`src/hdl/pn2d_pkg.sv`:
```
package pn2d_pkg;

  localparam int PERM_ENTRIES = 512;
  localparam int PERM_AW      = $clog2(PERM_ENTRIES);
  localparam int PERM_COPIES  = 6;
  localparam int Q_DEPTH      = 4;
  localparam int Q_AW         = $clog2(Q_DEPTH);

  localparam logic KIND_TABLE = 1'b0;
  localparam logic KIND_PIXEL = 1'b1;

  localparam logic [7:0] REG_X_STEP    = 8'd0;
  localparam logic [7:0] REG_Y_STEP    = 8'd1;
  localparam logic [7:0] REG_AMPLITUDE = 8'd2;
  localparam logic [7:0] REG_NARROW    = 8'd3;

  typedef struct packed {
    logic               kind;
    logic [PERM_AW-1:0] ix;
    logic [15:0]        xf;
    logic [7:0]         iy;
    logic [15:0]        yf;
    logic [8:0]         table_index;
    logic [7:0]         table_value;
  } qent_t;

  typedef struct packed {
    logic  push;
    qent_t data;
  } push_t;

  typedef struct packed {
    logic  valid;
    logic  full;
    qent_t head;
  } qstat_t;

  // shift right by k, rounding half away from zero
  function automatic logic signed [63:0] shr_rnd(input logic signed [63:0] v,
                                                 input logic [5:0] k);
    logic signed [63:0] half;
    half = 64'sd1 <<< (k - 6'd1);
    if (v >= 64'sd0) return (v + half) >>> k;
    else return -((-v + half) >>> k);
  endfunction

  function automatic logic signed [19:0] grad(input logic [2:0] h,
                                              input logic signed [17:0] x,
                                              input logic signed [17:0] y);
    logic signed [19:0] xe;
    logic signed [19:0] ye;
    xe = 20'(x);
    ye = 20'(y);
    case (h)
      3'd0:    return xe;
      3'd1:    return -xe;
      3'd2:    return ye;
      3'd3:    return -ye;
      3'd4:    return xe + ye;
      3'd5:    return -xe + ye;
      3'd6:    return xe - ye;
      default: return -xe - ye;
    endcase
  endfunction

endpackage

```
`src/hdl/pn2d_front.sv`:
```
module pn2d_front (
  input  logic                  clk,
  input  logic                  rst_n,
  input  logic                  in_valid,
  output logic                  in_ready,
  input  logic                  in_kind,
  input  logic [15:0]           in_px,
  input  logic [15:0]           in_py,
  input  logic [8:0]            in_table_index,
  input  logic [7:0]            in_table_value,
  input  logic [23:0]           x_step,
  input  logic [23:0]           y_step,
  input  pn2d_pkg::qstat_t      qstat,
  output pn2d_pkg::push_t       qpush
);

  logic        fv_r;
  logic        kind_r;
  logic [15:0] px_r;
  logic [15:0] py_r;
  logic [8:0]  tidx_r;
  logic [7:0]  tval_r;
  logic [39:0] xq;
  logic [39:0] yq;
  logic        take;

  assign in_ready = !fv_r || !qstat.full;
  assign take     = in_valid && in_ready;

  always_ff @(posedge clk) begin
    if (!rst_n) begin
      fv_r <= 1'b0;
    end else if (take) begin
      fv_r <= 1'b1;
    end else if (!qstat.full) begin
      fv_r <= 1'b0;
    end
  end

  always_ff @(posedge clk) begin
    if (take) begin
      kind_r <= in_kind;
      px_r   <= in_px;
      py_r   <= in_py;
      tidx_r <= in_table_index;
      tval_r <= in_table_value;
    end
  end

  assign xq = 40'(px_r) * 40'(x_step);
  assign yq = 40'(py_r) * 40'(y_step);

  always_comb begin
    qpush.push             = fv_r && !qstat.full;
    qpush.data.kind        = kind_r;
    qpush.data.ix          = xq[16 +: pn2d_pkg::PERM_AW];
    qpush.data.xf          = xq[15:0];
    qpush.data.iy          = yq[23:16];
    qpush.data.yf          = yq[15:0];
    qpush.data.table_index = tidx_r;
    qpush.data.table_value = tval_r;
  end

endmodule

```
`config.mk`:
```
export PLATFORM = sky130hd
export DESIGN_NAME = pn2d_front
export DESIGN_NICKNAME = d
export VERILOG_FILES = /design/src/hdl/pn2d_pkg.sv /design/src/hdl/pn2d_front.sv
export SDC_FILE = /design/constraint.sdc
export NUM_CORES = 1
export LEC_CHECK = 0
export BUFFER_PORTS_ARGS = -buffer_cell sky130_fd_sc_hd__buf_2
export CAP_MARGIN = 25
export CORE_ASPECT_RATIO = 1.75
export CORE_MARGIN = 8
export CORE_UTILIZATION = 61
export CTS_CLUSTER_SIZE = 14
export DETAILED_ROUTE_END_ITERATION = 10
export GPL_ROUTABILITY_DRIVEN = 0
export GPL_TIMING_DRIVEN = 0
export PLACE_DENSITY = 0.88
export SLEW_MARGIN = 20
export SYNTH_ARGS = -nofsm -noshare
export SYNTH_HDL_FRONTEND = slang
export SYNTH_SLANG_ARGS = --single-unit
```
`constraint.sdc`:
```
create_clock -name clk -period 9.9 [get_ports clk]
set_clock_uncertainty 0.2 [all_clocks]
set_input_delay 1.485 -clock clk [delete_from_list [all_inputs] [get_ports clk]]
set_output_delay 1.485 -clock clk [all_outputs]
set_load 0.02 [all_outputs]
```
# Word-level counts from Yosys, hierarchy flattened

Cells that the tools add are included.

Flip-flop bits (word level): 51
Input port bits: 170
Output and inout bits: 69
Word-level logic and storage cells: 16

Multipliers: 2
Equality and inequality tests: 1
Mux-type cells: 2
Reduce and logical (&&, ||, !) cells: 5

Operators with widths:

| operator                                               | count |
|---|---|
| multiplier 16 x 24 -> 25 bit                           | 1 |
| multiplier 16 x 24 -> 24 bit                           | 1 |
| logical AND 1 bit                                      | 2 |
| zero test 1 bit                                        | 2 |
| two-way mux 1 bit                                      | 2 |
| inequality test 2 x 1 -> 1 bit (second input constant) | 1 |
| logical OR 1 bit                                       | 1 |

# Logic depth before layout (Yosys ltp)

Gate-level depths: netlist (run 1).

Word-level depth: 4
Gate-level depth with buffers: 22
Mapped depth without buffers: 20

# Least setup slack after synthesis (run 1)

OpenSTA, ideal clock, no wires.

Kind: in2out
Start: input port x_step[7]
End: output port qpush[65] (netlist bit)
Arrival time: 6727 ps
Data required time: 8215 ps
Slack: 1488 ps
Stages on the path: 21
Path buffers: 1
Cell sequence: clkbuf_1 nand2_1 fa_1 inv_1 fa_1 inv_1 fa_1 inv_1 fa_1 fa_1 inv_1 fa_1 inv_1 ha_1 and4_1 and3_1 nand3_1 a21bo_1 o21ai_1 o41ai_2 xnor2_1

RTL lines:

| item            | line             | source |
|---|---|---|
| start, declared | pn2d_front.sv:11 | `input logic [23:0] x_step,` |
| end, declared   | pn2d_front.sv:14 | `output pn2d_pkg::push_t qpush` |

==> impl_metrics.csv, run 1 <==
group,metric,value,unit
status,status,"finished clean",
placed_design,dpl_cell_area,0.01875,mm^2
run,maxCapViolations,0,
grt,grt_pass1_wl,80150,um
route,drt_iter0_drc,988,
cts,cts_tree,"built",
yosys,synth_warnings,0,
cts,clkSlewWorstSetupHoldPaths,70,ps
cts,clkLatencyLatePin,290,ps
yosys,synth_nets,2597,
timing,maxClockFrequency,102.8,MHz
route,first_pass_iters,7,
timing,worst_pin_slew,842.6,ps
yosys,synth_cell_types,53,
die,ioPinCount,239,
yosys,netlist_area,0.01743,mm^2
critical_path,cp.required,8220,ps
placed_design,dp_hpwl,42980,um
final_layout,drive_above_1_share,0.09248,
critical_path,critPathArrivalTime,8050,ps
route,drc,0,
die,row_count,82,
die,core,0.02842,mm^2
final_layout,fill_cells,2162,
cts,htree_levels,2,
timing,fin_tns_setup,0,ps
final_layout,area_delta_synth_final,8.470,%
die,initial_core_util,0.6134,
cts,clk_path_buf_depth,2,
route,vias,14049,
timing,slew_viol_final,0,
final_layout,layout_common_cells,"469 x inv_1, 398 x fa_1, 355 x nand2_1",
critical_path,worstSetupPathType,"in -> out",
route,wirelength,50170,um
grt,grt_usage,0.3064,
critical_path,crit_path_end_kind,"output pin",
cts,cts-resized-gates,0,
grt,grt_pass1_vias,16154,
grt,gr-total-overflow,0,
yosys,avgSynthCellArea,9.107,um^2
yosys,ys_seq_area_frac,0.08728,
critical_path,cp-start-kind,"primary input",
route,route.antenna.remaining_nets,0,
min_path,min_path_type,"reg -> reg",
final_layout,finalNonFillerCells,2469,
cts,cts_buffers,5,
die,die-width,143.8,um
yosys,ys.flop_type,"edfxtp_1",
timing,whs,343.1,ps
final_layout,layout_commonest_cell,"inv_1",
cts,cts-root-buf,"clkbuf_16",
critical_path,worstPathMaxFanout,10,
placed_design,dpl.cell_count,2457,
placed_design,io_buffers,164,
timing,rsz0062_at_grt,"no",
timing,period_minus_slack,9731,ps
cts,cts_hold_buf,0,
grt,grt_max_degree,30,
grt,antenna_found_initial,4,
route,vias_per_cell,5.690,
route,wl_per_cell,20.32,um
yosys,synth_edf_count,50,
timing,hold_viol,0,
die,die_h,239.6,um
timing,post-route-period-util,0.9829,
timing,max_slew_margin,0.4382,
final_layout,nNetsFinal,2769,
cts,cts_sinks,51,
final_layout,final_area,0.01891,mm^2
yosys,synthCells,1914,
yosys,synth-seq-cells,51,
die,dieArea,0.03445,mm^2
cts,post_cts_buffers,0,
timing,finalSetupViolations,0,
yosys,ys_async_sr_fraction,0,
Yosys cell counts (6+ instances only):
master    instances  share of area
edfxtp_1         50          0.086
o21ai_0           9         0.0026
nand2_1         355          0.076
o21ai_1           7         0.0020
a21o_1           16         0.0069
xor2_1           16         0.0080
inv_1           469           0.10
ha_1            115          0.083
o21bai_1          6         0.0026
nor2b_1           6         0.0022
nor2_1           15         0.0032
and2_1          203          0.073
a21oi_1          34         0.0098
fa_1            398           0.46
xnor2_1          76          0.038
clkbuf_1         77          0.017
flip-flops by register name, indices dropped and copies added (netlist names):
signal  count
kind_r      1
px_r       16
tidx_r      9
py_r       16
fv_r        1
tval_r      8
stage by stage:
| stage | setup WS [ps] | utilization |
|---|---|---|
| after floorplan | 1488 | - |
| after global placement | 375.5 | 0.6589 |
| after detailed placement | 237.1 | 0.6596 |
| after CTS | 212.0 | 0.6650 |
| after global routing | 46.28 | 0.6651 |
| final | 169.5 | 0.6653 |
path summary, 6_finish.rpt:
path / end / cells past startpoint / slack (ps) / from
worst min-delay path: fv_r / 2 / 340 / fv_r
worst max-delay path: qpush[65] / 21 / 170 / x_step[10]
worst max register to register: px_r[6] / 3 / 8190 / fv_r
worst min register to register: fv_r / 2 / 340 / fv_r
cell type report:
cell class	instances	area (um^2)	area share
clock inverter	3	26.28	0.001390
clock buffer	5	125.1	0.006617
antenna	4	10.01	0.0005294
timing repair buffer	165	840.8	0.04447
inverter	469	1760	0.09311
sequential	51	1521	0.08047
tap	378	473.0	0.02501
multi-input combinational	1312	13830	0.7317
buffer	82	316.6	0.01674
logic make-up (layout without fill, tap and decap cells):
family	count (synthesis)	in the layout	share of synthesized area
compound gates	105	105	0.04472
xor+xnor	92	92	0.04622
fa+ha+maj	513	513	0.5396
buf+inv	551	724	0.1192
flops	51	51	0.08728
other cells	0	4	0
simple gates	602	602	0.1630
layer usage:
metal,track usage,share of wire
met5,0,0
met1,0.2822,0.29
met2,0.5672,0.54
met4,0.2552,0.099
met3,0.05468,0.075
worst max-delay path, stage by stage:
cell and delay, ps:
buf_2 210, clkbuf_1 550, nand2_1 170, fa_1 550, fa_1 490, fa_1 550
inv_1 60, fa_1 490, fa_1 500, inv_1 60, fa_1 480, inv_1 60
ha_1 400, and4_1 300, and3_1 170, nand3_1 230, a21bo_1 300, o21ai_1 360
o41ai_2 130, xnor2_1 260, buf_2 220
Power of run 1 is not shown: default switching activity piles up to over one toggle a cycle in this logic, so the estimate is an artifact.
==> run 2, diff against run 1 <==
--- a/config.mk
+++ b/config.mk
@@ -15,6 +15,7 @@
 export GPL_ROUTABILITY_DRIVEN = 0
 export GPL_TIMING_DRIVEN = 0
 export PLACE_DENSITY = 0.88
+export SETUP_SLACK_MARGIN = 0.2
 export SLEW_MARGIN = 20
 export SYNTH_ARGS = -nofsm -noshare
 export SYNTH_HDL_FRONTEND = slang
==> impl_metrics.csv, run 2 (synthesis results as in run 1) <==
group,metric,value,unit
status,status,"finished clean",
cts,post_cts_buffers,0,
die,dieArea,0.03445,mm^2
die,ioPinCount,239,
final_layout,layout_commonest_cell,"inv_1",
final_layout,final_core_util,0.6651,
cts,cts_buffers,5,
run,maxCapViolations,0,
timing,worst_pin_slew,831.9,ps
timing,period_minus_slack,9453,ps
final_layout,reg.largest.list,"px_r: 16 flops, py_r: 16 flops, tidx_r: 9 flops",
grt,grt_pass1_wl,80150,um
critical_path,cpMostUsedCell,"fa_1",
final_layout,layout_common_cells,"469 x inv_1, 398 x fa_1, 355 x nand2_1",
cts,htree_levels,2,
critical_path,cp-start-kind,"primary input",
grt,grt_usage,0.3064,
timing,rsz0062_at_grt,"no",
cts,clkSlewWorstSetupHoldPaths,70,ps
critical_path,critPathSlowestCell,"fa_1",
cts,cts_tree,"built",
route,vias,13905,
die,initial_core_util,0.6134,
placed_design,pre_cts_ws,237.1,ps
route,first_pass_iters,6,
timing,hold_viol,0,
timing,maxClockFrequency,105.8,MHz
min_path,min_path_type,"reg -> reg",
grt,gr-total-overflow,0,
die,row_count,82,
critical_path,worstPathMaxFanout,10,
critical_path,crit_path_end_kind,"output pin",
route,vias_per_cell,5.639,
die,core,0.02842,mm^2
critical_path,slowest_delay,530,ps
timing,max_slew_margin,0.4454,
placed_design,io_buffers,164,
critical_path,path_delay_family,"adder cells",
route,drc,0,
die,die-width,143.8,um
route,wirelength,49950,um
placed_design,dp_hpwl,42980,um
critical_path,worstSetupPathType,"in -> out",
cts,clkLatencyLatePin,290,ps
final_layout,fill_cells,2163,
cts,clk_path_buf_depth,2,
timing,finalSetupViolations,0,
critical_path,path_cells,"buf_2 -> clkbuf_1 -> nand2_1 -> fa_1 -> inv_1 -> fa_1 -> inv_1 -> fa_1 -> inv_1 -> fa_1 -> fa_1 -> inv_1 -> fa_1 -> inv_1 -> ha_1 -> and4_1 -> and3_1 -> nand3_1 -> a21bo_1 -> o21ai_1 -> o41ai_2 -> xnor2_1 -> buf_2",
grt,grt_pass1_vias,16154,
route,route.antenna.remaining_nets,0,
timing,fin_tns_setup,0,ps
final_layout,drive_above_1_share,0.09453,
cts,cts-root-buf,"clkbuf_16",
timing,slew_viol_final,0,
cts,cts_sinks,51,
timing,post-route-period-util,0.9548,
cts,cts_hold_buf,0,
timing,setup_slack,447.3,ps
route,drt_iter0_drc,916,
critical_path,critPathArrivalTime,7770,ps
die,die_h,239.6,um
final_layout,nNetsFinal,2766,
route,wl_per_cell,20.25,um
critical_path,crit_buf_inv,8,
final_layout,area_delta_synth_final,8.434,%
critical_path,cp.required,8220,ps
grt,antenna_found_initial,4,
grt,grt_max_degree,30,
run 2: changes by cell type in the layout (fill, tap and decap cells not counted):
cell,delta
clkbuf_1,-7
clkbuf_2,+4
run 2: layout make-up:
cell class	instances	area [um^2]	share of cell area
antenna	4	10.01	0.0005296
sequential	51	1521	0.08049
clock inverter	3	26.28	0.001390
clock buffer	5	125.1	0.006619
tap	378	473.0	0.02502
timing repair buffer	165	840.8	0.04448
inverter	469	1760	0.09314
buffer	79	310.3	0.01642
multi-input combinational	1312	13830	0.7319
run 2: repair_timing:
| item | in CTS | in global routing |
|---|---|---|
| endpoints found under the hold margin | 0 | 0 |
| resized for setup | 0 | 8 |
| endpoints found under the setup margin | 0 | 3 |
run 2: metrics by stage:
step	cell area, um^2	hold WS [ps]	std cells
after CTS	18900	341.6	2465
after floorplan	17430	286.5	1914
final	18900	343.3	2466
after detailed placement	18750	329.9	2457
after global placement	18730	309.6	2456
after global routing	18890	406.6	2463
run 2: path summary, 6_finish.rpt:
path	start	slack [ps]	end	depth (start not counted)
worst max-delay path	x_step[5]	450	qpush[65]	23
worst min-delay path	fv_r	340	fv_r	2
worst max register to register	fv_r	8190	px_r[6]	3
worst min register to register	fv_r	340	fv_r	2
run 2: per-layer routing:
metal | up-vias | GRT usage | share of wire
li1 | 5883 | - | -
met2 | 837 | 0.5672 | 0.54
met3 | 352 | 0.05468 | 0.074
met5 | - | 0 | 0
met1 | 6833 | 0.2822 | 0.29
met4 | 0 | 0.2552 | 0.096
run 2: worst register-to-register path, cell delays in order, from the launching register on:
cell and delay [ps]:
dfxtp_1 330, nand2_1 80, and2_2 510, buf_12 280
Power of run 2 is left out for the same reason.
