### src/hdl/pn2d_pkg.sv
package pn2d_pkg;

  localparam int PERM_ENTRIES = 512;
  localparam int PERM_AW      = $clog2(PERM_ENTRIES);
  localparam int PERM_COPIES  = 6;
  localparam int Q_DEPTH      = 4;
  localparam int Q_AW         = $clog2(Q_DEPTH);

  localparam logic KIND_TABLE = 1'b0;
  localparam logic KIND_PIXEL = 1'b1;

  localparam logic [7:0] REG_X_STEP    = 8'd0;
  localparam logic [7:0] REG_Y_STEP    = 8'd1;
  localparam logic [7:0] REG_AMPLITUDE = 8'd2;
  localparam logic [7:0] REG_NARROW    = 8'd3;

  typedef struct packed {
    logic               kind;
    logic [PERM_AW-1:0] ix;
    logic [15:0]        xf;
    logic [7:0]         iy;
    logic [15:0]        yf;
    logic [8:0]         table_index;
    logic [7:0]         table_value;
  } qent_t;

  typedef struct packed {
    logic  push;
    qent_t data;
  } push_t;

  typedef struct packed {
    logic  valid;
    logic  full;
    qent_t head;
  } qstat_t;

  // shift right by k, rounding half away from zero
  function automatic logic signed [63:0] shr_rnd(input logic signed [63:0] v,
                                                 input logic [5:0] k);
    logic signed [63:0] half;
    half = 64'sd1 <<< (k - 6'd1);
    if (v >= 64'sd0) return (v + half) >>> k;
    else return -((-v + half) >>> k);
  endfunction

  function automatic logic signed [19:0] grad(input logic [2:0] h,
                                              input logic signed [17:0] x,
                                              input logic signed [17:0] y);
    logic signed [19:0] xe;
    logic signed [19:0] ye;
    xe = 20'(x);
    ye = 20'(y);
    case (h)
      3'd0:    return xe;
      3'd1:    return -xe;
      3'd2:    return ye;
      3'd3:    return -ye;
      3'd4:    return xe + ye;
      3'd5:    return -xe + ye;
      3'd6:    return xe - ye;
      default: return -xe - ye;
    endcase
  endfunction

endpackage

### src/hdl/pn2d_queue.sv
module pn2d_queue (
  input  logic              clk,
  input  logic              rst_n,
  input  pn2d_pkg::push_t   qpush,
  input  logic              pop,
  output pn2d_pkg::qstat_t  qstat
);

  pn2d_pkg::qent_t           ent_r [pn2d_pkg::Q_DEPTH];
  logic [pn2d_pkg::Q_AW-1:0] wp_r;
  logic [pn2d_pkg::Q_AW-1:0] rp_r;
  logic [pn2d_pkg::Q_AW:0]   cnt_r;

  always_ff @(posedge clk) begin
    if (!rst_n) begin
      wp_r  <= '0;
      rp_r  <= '0;
      cnt_r <= '0;
    end else begin
      if (qpush.push) wp_r <= wp_r + 1'b1;
      if (pop) rp_r <= rp_r + 1'b1;
      cnt_r <= cnt_r + (pn2d_pkg::Q_AW+1)'(qpush.push) - (pn2d_pkg::Q_AW+1)'(pop);
    end
  end

  always_ff @(posedge clk) begin
    if (qpush.push) ent_r[wp_r] <= qpush.data;
  end

  always_comb begin
    qstat.valid = cnt_r != '0;
    qstat.full  = cnt_r == (pn2d_pkg::Q_AW+1)'(pn2d_pkg::Q_DEPTH);
    qstat.head  = ent_r[rp_r];
  end

  a_no_over: assert property (@(posedge clk) disable iff (!rst_n)
    qstat.full |-> !qpush.push) else $error("queue overflow");
  a_no_under: assert property (@(posedge clk) disable iff (!rst_n)
    pop |-> qstat.valid) else $error("queue underflow");
  a_cnt_range: assert property (@(posedge clk) disable iff (!rst_n)
    cnt_r <= (pn2d_pkg::Q_AW+1)'(pn2d_pkg::Q_DEPTH)) else $error("queue count out of range");

endmodule

### config.mk
export PLATFORM = sky130hd
export DESIGN_NAME = pn2d_queue
export DESIGN_NICKNAME = d
export VERILOG_FILES = /design/src/hdl/pn2d_pkg.sv /design/src/hdl/pn2d_queue.sv
export SDC_FILE = /design/constraint.sdc
export NUM_CORES = 1
export LEC_CHECK = 0
export BUFFER_PORTS_ARGS = -buffer_cell sky130_fd_sc_hd__buf_4
export CAP_MARGIN = 25
export CORE_UTILIZATION = 32
export CTS_CLUSTER_DIAMETER = 80
export DETAILED_ROUTE_END_ITERATION = 16
export MAX_ROUTING_LAYER = met4
export SYNTH_ARGS = -nofsm -noshare
export SYNTH_HDL_FRONTEND = slang
export SYNTH_SLANG_ARGS = --single-unit
### constraint.sdc
create_clock -name clk -period 2.45 [get_ports clk]
set_clock_uncertainty 0.1 [all_clocks]
set_input_delay 0 -clock clk [delete_from_list [all_inputs] [get_ports clk]]
set_output_delay 0 -clock clk [all_outputs]
set_load 0.05 [all_outputs]
* Yosys cells after proc, flatten, opt, wreduce, memory -nomap -nowiden *
Memories as Yosys holds them, arrays and structs flattened. A register that Yosys moved wholly into a read port is not among the register bits.
Index checks and enable logic that the tools add are counted.

storage, ports and cells
  memory bits (writable) = 268
  memories kept = 1
  output and inout port bits = 69
  bits in registers = 7
  input bits = 71
  logic and storage cells = 14

operators by class
  add/sub/neg operators = 4
  reduce and logical (&&, ||, !) cells = 1
  equal/unequal tests = 1
  multiplexer cells = 4

memory list
  memory  depth  width  read ports  clocked after Yosys merged registers in  wr ports  line             source
  ent_r   4      67     1           1                                        1         pn2d_queue.sv:9  pn2d_pkg::qent_t ent_r [pn2d_pkg::Q_DEPTH];

operator list
  kind                                                           number
  2-bit by 1-bit adder with 2-bit output, second input constant  2
  2-bit two-way mux                                              2
  3-bit by 1-bit adder with 3-bit output                         1
  3-bit equality test, second input constant                     1
  3-bit nonzero test                                             1
  3-bit by 1-bit subtractor with 3-bit output                    1
  1-bit two-way mux                                              2

* Logic depth before layout (Yosys ltp) *
Gate-level depths: netlist of run 1.

  depth after elaboration = 3
  mapped depth = 7
  gate-level depth less buffers = 7

* Least setup slack after synthesis of run 1 *
OpenSTA, ideal clock, no wires.

  kind = flip-flop to flip-flop
  start = register wp_r[0] (netlist name)
  end = memory ent_r[0][0] (netlist name) (enable)
  path buffers = 0
  data required time = 1.918 ns
  stages on the path, launching flop included = 4
  clock period less this slack = 2.647 ns
  data arrival time = 2.115 ns
  library setup time = 0.432 ns
  path slack = -0.197 ns
  path through = dfxtp_1 -> inv_1 -> ha_1 -> and2_1

RTL lines
  what                    line              source
  from (decl)             pn2d_queue.sv:10  logic [pn2d_pkg::Q_AW-1:0] wp_r;
  from (signal assigned)  pn2d_queue.sv:20  if (qpush.push) wp_r <= wp_r + 1'b1;
  to (decl)               pn2d_queue.sv:9

Straight into the memory's write port.

* Worst setup path after layout of run 1 *
  start = register cnt_r[0] (netlist name)
  end = register cnt_r[1] (netlist name)

on the way
  longest elaborated chain between the ends = 2

ends and longest elaborated chain
  what                                         line              source
  from (decl)                                  pn2d_queue.sv:12  logic [pn2d_pkg::Q_AW:0] cnt_r;
  from (signal assigned)                       pn2d_queue.sv:22  cnt_r <= cnt_r + (pn2d_pkg::Q_AW+1)'(qpush.push) - (pn2d_pkg::Q_AW+1)'(pop);
  3-bit by 1-bit adder with 3-bit output       pn2d_queue.sv:22
  3-bit by 1-bit subtractor with 3-bit output  pn2d_queue.sv:22

No other way between the ends.
A chain may end at the register's enable or synchronous reset.

==> impl_summary.md, run 1 <==
STA
The smallest clock period supported by the final layout is computed as 2223 ps. The share of the clock period used by the worst path is 90.72%. The relative max-transition margin is roughly 70%. The total count of hold-check failures in the final report is 0. The highest clock frequency the design can meet is approximately 0.45 GHz. The count of final max-slew check failures came to 0.

Setup repair after global routing left no endpoint under its margin. Adding up every negative setup slack in the final design gives 0 ps. Setup violations remaining at the end of the flow were counted as 0. The actual transition at the worst max-transition pin is about 440 ps.

Worst setup path
The cell count of the worst reg-to-reg path is 7. STA classifies the critical path startpoint as a flip-flop. Setup slack on the worst reg-to-reg path comes out at ~230 ps.

On the worst path, the slowest cell contributes a delay of between 500 and 600 ps. The launching point of the worst reg2reg path is cnt_r[0]$_SDFF_PN0_. Counting both buffers and inverters, the worst setup path holds a total of 3. Grouping stages by cell kind, the critical path spends the most delay in adder cells. Traced cell by cell, the critical path runs through inv_1 -> ha_1 -> inv_1 -> ha_1 -> fa_1 -> and2_1 -> dlygate4sd3_1. The data arrival time at the worst-slack endpoint is between 2000 and 3000 ps. In this run the worst path has a maximum fanout of 2. The destination of the worst register-to-register timing path is cnt_r[1]$_SDFF_PN0_.

For the worst setup path, the data required time is about 2800 ps. The slowest stage of the critical path belongs to the cell dlygate4sd3_1. The worst setup path is captured at a flip-flop.

The worst setup path is of the reg -> reg kind.

Floorplan
The starting density of the core is 32.82%. The overall die width is 180.1 um. The floorplan has 64 rows. The y dimension of the die is around 180 um. The boundary pin count is 140. In this run the standard cell core region covers a little over 30000 sq um. The die area is 32420 sq um.

Hold path
For hold timing, the worst endpoint is ent_r[0][50]$_DFFE_PP_. The worst hold path was traced through 2 stages. The class of the tightest hold or removal check is in -> reg. The worst hold path begins at qpush[50].

CTS
CTS saw between 200 and 300 sinks. CTS built an H-tree with a depth of 1. The clock root buffer master is clkbuf_16. The clock tree from TritonCTS is yes. After clock tree synthesis, the repair step resized 0 gates. The maximum count of clock buffers along a single path is 3. After clock tree synthesis, the clock-pin slew on the worst setup and hold paths is 60 ps. The clock latency on the worst-skew pair is around 540 ps. The number of buffers inserted during clock tree synthesis is 31.

Place
The number of buffers inserted by port buffering is between 100 and 150. Detailed placement ended at an HPWL of about 11000 um. The number of cells after detailed placement is 921. The congestion estimate from routability-driven global placement came to around 0.7.

Pwr
Overall power consumption after layout is estimated at 0.01150 W. The worst vdd rail ir drop is 0.0005932 V. The leakage power is between 4 and 5 nW.

The total power divided by cell area is 860.7 nW/um^2.

Synthesis
The synthesized-area fraction occupied by and/or/nand/nor cells is less than 1%. The Yosys step of the flow raised 0 warnings. Of the total synthesized cell area, the portion taken by full adders, half adders and majority gates is 0.9372%. Summing the areas of all compound-gate instances in the mapped netlist gives less than 1% of the synthesized area.

The post-synthesis instance area is just over 10000 sq um. After synthesis, the largest family of logic cells by area is multiplexers. The portion of netlist area occupied by mux cells is between 10% and 20%. After synthesis the netlist holds a flip-flop and latch count of about 280. The post-synth net total is approximately 470. Sequential elements use about four fifths of the synthesized area. The synthesized netlist devotes less than 1% of its cell area to XOR and XNOR gates. The number of cells produced by synthesis is just under 400.

Each instance of the synthesized netlist takes up on average between 20 and 30 sq um. Yosys mapped the design onto 21 distinct sky130hd cell types.

GRT
The number of global-route vias before repair is about 5500. In the global route stage, met2 resource usage came out at a little over a fifth. The met3 capacity usage during global routing is 2.749%.

The initial antenna violation count came to 0. After global routing, the most crowded layer is met2. The first global-routing pass estimated roughly 30000 um of wire.

In the global route stage, met1 resource usage came out at 14.38%. The total global-route track usage is 12.35%. Entering global routing, the biggest net connects approximately 70 pins.

Global routing finished with a remaining overflow of 0.

Status
The run finished with clean final reports.

Detailed routing
The via count is just under 5000. The post-detailed-route via-to-cell ratio is 4.579. The final antenna-violating net count is 0. In this run, the number of DRC markers left after iteration 0 of detailed routing was around 270. The number of search-and-repair iterations in the first detailed-routing pass is 4. The overall routed net length is approximately 19000 um. The per-cell routed wire length is about 18 um. After detailed routing, the number of remaining DRC violations is 0.

Final layout
In the final layout, the share of cells above drive strength 1 is 40.15%. From synthesis to final layout, the design area changed by 31.71%. The antenna diode count is 0.

After the last flow step, the layout net total stands at 708. After the flow finishes, the layout carries non-filler instances totaling 1051.

Job
Max-cap violations in this run came to 0.
==> worst register-to-register path, stage by stage (launching register included) <==
cell           delay (ps)
dfxtp_1               330
inv_1                  50
ha_1                  260
inv_1                  40
ha_1                  190
fa_1                  430
and2_1                170
dlygate4sd3_1         550
==> placed cells by master (no fill, tap or decap), drive strengths merged <==
master         n
mux2i          1
nand3b         1
a21oi          1
clkinvlp       3
a21bo          1
dfxtp          9
mux4          67
ha             6
nor2           5
buf          147
fa             1
or3            1
bufinv         1
clkinv        16
xor3           1
and2           6
xnor2          2
edfxtp       268
inv            9
dlygate4sd3   72
clkbuf        36
and3           1
==> per-layer routing <==
| metal | share of wire, % | vias up | wire length (um) |
|---|---|---|---|
| met2 | 51 | 126 | 9677 |
| met5 | 0 | - | 0 |
| met4 | 1.8 | 0 | 346 |
| li1 | - | 2151 | - |
| met3 | 5.4 | 30 | 1031 |
| met1 | 42 | 2506 | 7920 |
==> kinds of logic (layout without fill, tap and decap cells) <==
| family | Yosys count | in the layout |
|---|---|---|
| DFF | 277 | 277 |
| muxes | 68 | 68 |
| buffers and inverters | 22 | 284 |
| and+or+nand+nor | 14 | 14 |
| adders and majority gates | 7 | 7 |
| xor gates and xnor gates | 3 | 3 |
| AOI/OAI and AO/OA | 2 | 2 |
==> state kept, by name, indices dropped and copies added (netlist names), named ones only <==
name,cells
cnt_r,3
ent_r,268
rp_r,2
wp_r,2
==> metrics by stage <==
step,cell area [sq um],worst slack [ps],hold slack (ps),util [%]
after global routing,13360,176.7,62.93,43.23
after CTS,13360,248.8,57.35,43.23
after floorplan,10150,533.2,-1.131,-
after global placement,11710,620.9,98.06,37.87
after detailed placement,11710,602.1,106.0,37.87
final,13360,227.4,90.62,43.23
==> worst max path at each step <==
stage                    startpoint                    end  slack, ps  depth (start not counted)
4_1_cts         cnt_r[0]$_SDFF_PN0_    cnt_r[1]$_SDFF_PN0_        250                          7
2_1_floorplan  wp_r[0]$_SDFFE_PN0P_  ent_r[2][0]$_DFFE_PP_        530                          3
3_5_place_dp    cnt_r[0]$_SDFF_PN0_    cnt_r[2]$_SDFF_PN0_        600                          7
5_1_grt         cnt_r[0]$_SDFF_PN0_    cnt_r[1]$_SDFF_PN0_        180                          7
6_report        cnt_r[0]$_SDFF_PN0_    cnt_r[1]$_SDFF_PN0_        230                          7
3_3_place_gp    cnt_r[0]$_SDFF_PN0_    cnt_r[2]$_SDFF_PN0_        620                          7
==> synthesized netlist by cell type <==
| cell type | instances | area share (%) |
|---|---|---|
| mux4_2 | 67 | 15 |
| xnor2_1 | 2 | 0.17 |
| fa_1 | 1 | 0.20 |
| and2_1 | 6 | 0.37 |
| inv_1 | 7 | 0.26 |
| nor2_1 | 5 | 0.18 |
| buf_2 | 4 | 0.20 |
| and3_1 | 1 | 0.062 |
| buf_4 | 3 | 0.22 |
| buf_1 | 3 | 0.11 |
| edfxtp_1 | 268 | 79 |
| buf_6 | 1 | 0.11 |
| dfxtp_1 | 9 | 1.8 |
| xor3_1 | 1 | 0.23 |
| ha_1 | 6 | 0.74 |
| mux2i_1 | 1 | 0.099 |
| or3_1 | 1 | 0.062 |
| nand3b_1 | 1 | 0.074 |
| buf_12 | 4 | 0.79 |
| a21oi_1 | 1 | 0.049 |
| a21bo_2 | 1 | 0.099 |
==> report_power, final <==
part | switching, W | internal (W)
registers | 0.0000680 | 0.00545
clock network | 0.00176 | 0.00242
logic | 0.00110 | 0.000705
==> timing repair <==
| action | in CTS | in global routing |
|---|---|---|
| hold buffers | 72 | 0 |
| hold endpoints to repair | 277 | 0 |
| setup buffers | 0 | 0 |
==> cell type report <==
type,instances,area [sq um]
Timing Repair Buffer,219,1912
Tap cell,396,495.5
Clock inverter,22,142.6
Multi-Input combinational cell,94,1757
Clock buffer,36,794.5
Fill cell,2672,17550
Sequential cell,277,8235
Inverter,7,26.28
Note: power is estimated with default switching activity, not from simulation.
==> run 2: changes to the inputs <==
- clock period: 2.45 -> 2.35 ns (I/O delays scaled with it)
==> impl_summary.md, run 2 (same netlist as run 1, synthesis figures left out) <==
STA
The final-report setup violation count is 0 (unchanged). The worst-case hold slack is 104.7 ps (was 90.62 ps). The highest clock frequency the design can meet was 0.4569 GHz (was 0.4499 GHz).

The relative max-transition margin is 68.33% (was 70.40%). The share of the clock period used by the worst path is 93.13% (was 90.72%). The count of final max-slew check failures is 0 (unchanged). The final-layout setup total negative slack is 0 ps (unchanged). RSZ-0062 raised after global routing: no (unchanged). The total count of hold-check failures in the final report was 0 (unchanged). The actual transition at the worst max-transition pin is 475.0 ps (was 444.0 ps). The clock period minus final worst setup slack came to 2189 ps (was 2223 ps).

Place
The placer congestion estimate is 0.6918 (was 0.7023). The number of cells after detailed placement is 928 (was 921). The sum of net half-perimeters after detailed placement is 11960 um (was 10760 um). The number of buffers inserted by port buffering came to 139 (unchanged).

Floorplan
The y dimension of the die is 180.1 um (unchanged). The boundary pin count is 140 (unchanged). The starting density of the core is 32.82% (unchanged). The die area is 32420 sq um (unchanged). The placement row count came to 64 (unchanged). The area of the core region is 30910 sq um (unchanged). The overall die width is 180.1 um (unchanged).

Worst setup path
Cell breakdown of the critical path: inv_1 -> ha_1 -> inv_1 -> ha_1 -> fa_1 -> and2_1 -> dlygate4sd3_1 (unchanged). The startpoint type of the worst setup path is a flip-flop (unchanged). The launching point of the worst reg2reg path is cnt_r[0]$_SDFF_PN0_ (unchanged). The number of buffers and inverters on the critical path is 3 (unchanged). The stage delay of the slowest cell on the critical path was 540 ps (was 550 ps). The critical path endpoint category was a flip-flop (unchanged). The cell family with the largest share of critical-path delay is adder cells (unchanged).

The class of the most critical setup path was reg -> reg (unchanged). The critical path launch point was cnt_r[0]$_SDFF_PN0_ (unchanged). The cell count of the worst reg-to-reg path is 7 (unchanged). The worst reg-to-reg setup slack came to 160 ps (was 230 ps). The data arrival time at the worst-slack endpoint was 2500 ps (was 2540 ps).

The destination of the worst register-to-register timing path is cnt_r[1]$_SDFF_PN0_ (unchanged). The worst-path cell with the longest stage delay is dlygate4sd3_1 (unchanged). The biggest fanout along the worst timing path came to 2 (unchanged). The data required time at the worst endpoint is 2660 ps (was 2770 ps).

GRT
The number of global-route vias before repair is 5406 (was 5492). The overall overflow remaining after global route is 0 (unchanged). The initial antenna violation count is 1 (was 0). The largest net degree at the start of global routing is 37 (was 68).

The total global-route track usage is 12.80% (was 12.35%). The wire length of the first global-routing pass is 31030 um (was 30260 um).

Hold path
The startpoint of the most critical hold path is qpush[23] (was qpush[50]). The number of instances on the worst hold path was 2 (unchanged). The class of the tightest hold or removal check is in -> reg (unchanged). The endpoint with the worst hold slack is ent_r[3][23]$_DFFE_PP_ (was ent_r[0][50]$_DFFE_PP_).

Job
The max-capacitance violation count is 0 (unchanged).

Detailed routing
The overall routed net length came to 19570 um (was 18980 um). The violation count after the first detailed-routing iteration is 269 (was 268). The post-detailed-route via-to-cell ratio was 4.630 (was 4.579). The final antenna-violating net count came to 0 (unchanged). The number of search-and-repair iterations in the first detailed-routing pass came to 4 (unchanged). The via count is 4862 (was 4813).

The per-cell routed wire length came to 18.63 um (was 18.06 um). The DRC violation count after routing is 0 (unchanged).

CTS
The maximum count of clock buffers along a single path was 3 (unchanged). The buffer count from post-CTS setup fixing is 0 (unchanged). The clock tree from TritonCTS is yes (unchanged). The hold-fix buffer count after cts came to 71 (was 72). The clock latency on the worst-skew pair is 530 ps (was 540 ps). The number of buffers inserted during clock tree synthesis is 30 (was 31). The clock root buffer master is clkbuf_16 (unchanged).

The clock edge transition at the registers on the reported setup and hold paths is 60 ps (about the same). The count of instances resized after the clock tree is built was 0 (unchanged). The clock net sink count was 277 (unchanged). The H-tree level count was 1 (unchanged).

Pwr
The leakage power is 4.567 nW (was 4.536 nW). The total power divided by cell area came to 897.4 nW/um^2 (was 860.7 nW/um^2). The worst vdd rail ir drop was 0.0006357 V (was 0.0005932 V).

Final layout
Largest registers: ent_r (268), cnt_r (3) (unchanged). The number of flip-flops under the largest register name is 268 (unchanged). The count of placed standard cells in the final layout, fillers left out is 1050 (was 1051). The final cell utilization of the core is 43.42% (was 43.23%). The final-layout fill cell count is 2679 (was 2672). The final layout net count is 713 (was 708). The area occupied by registers was 8235 sq um (unchanged). The most common cell after layout, fill and taps aside is edfxtp_1 (unchanged). The footprint of the multi-input gates is 1757 sq um (unchanged). Commonest cells after routing, fill and taps aside: edfxtp_1, buf_4, dlygate4sd3_1 (unchanged). The top register by number of flip-flops is ent_r (unchanged).

The area growth from synthesis to layout is 32.27% (was 31.71%). The ratio of cells with drive above 1 in the final layout was 41.35% (was 40.15%).

Status
Outcome: finished clean (unchanged).
run 2: cell type report:
class	instances	share of cell area [%]
flip-flops and latches	277	61.36
repair buffers	225	14.75
multi-input cells	94	13.09
clock buffers	35	5.892
well taps	396	3.692
clock inverters	15	0.9976
inverters	7	0.1958
diodes	1	0.01865
run 2: through the flow:
step / instance area (sq um) / power, W / setup slack (ps)
global placement: 11780 / 0.007626 / 529.7
detailed placement: 11780 / 0.007679 / 474.6
finish: 13420 / 0.01204 / 161.4
floorplan: 10150 / 0.007065 / 433.2
CTS: 13420 / 0.01220 / 147.3
global route: 13420 / 0.01249 / 73.20
run 2: power breakdown:
part / switching [W] / internal, W
registers: 0.0000695 / 0.00568
clock network: 0.00180 / 0.00260
logic: 0.00115 / 0.000741
run 2: worst max-delay path by stage:
stage                            end  slack [ps]  cells after the start
2_1_floorplan  ent_r[2][0]$_DFFE_PP_         430                      3
3_3_place_gp     cnt_r[2]$_SDFF_PN0_         530                      7
3_5_place_dp     cnt_r[2]$_SDFF_PN0_         470                      7
4_1_cts          cnt_r[1]$_SDFF_PN0_         150                      7
5_1_grt          cnt_r[1]$_SDFF_PN0_          70                      7
6_report         cnt_r[1]$_SDFF_PN0_         160                      7
run 2: metal layers:
metal,vias to the layer above,wire length [um],GRT usage [%]
met5,-,0,-
met3,31,1086,2.688
met2,145,10040,21.59
met4,0,340,3.282
li1,2158,-,-
met1,2528,8096,15.71
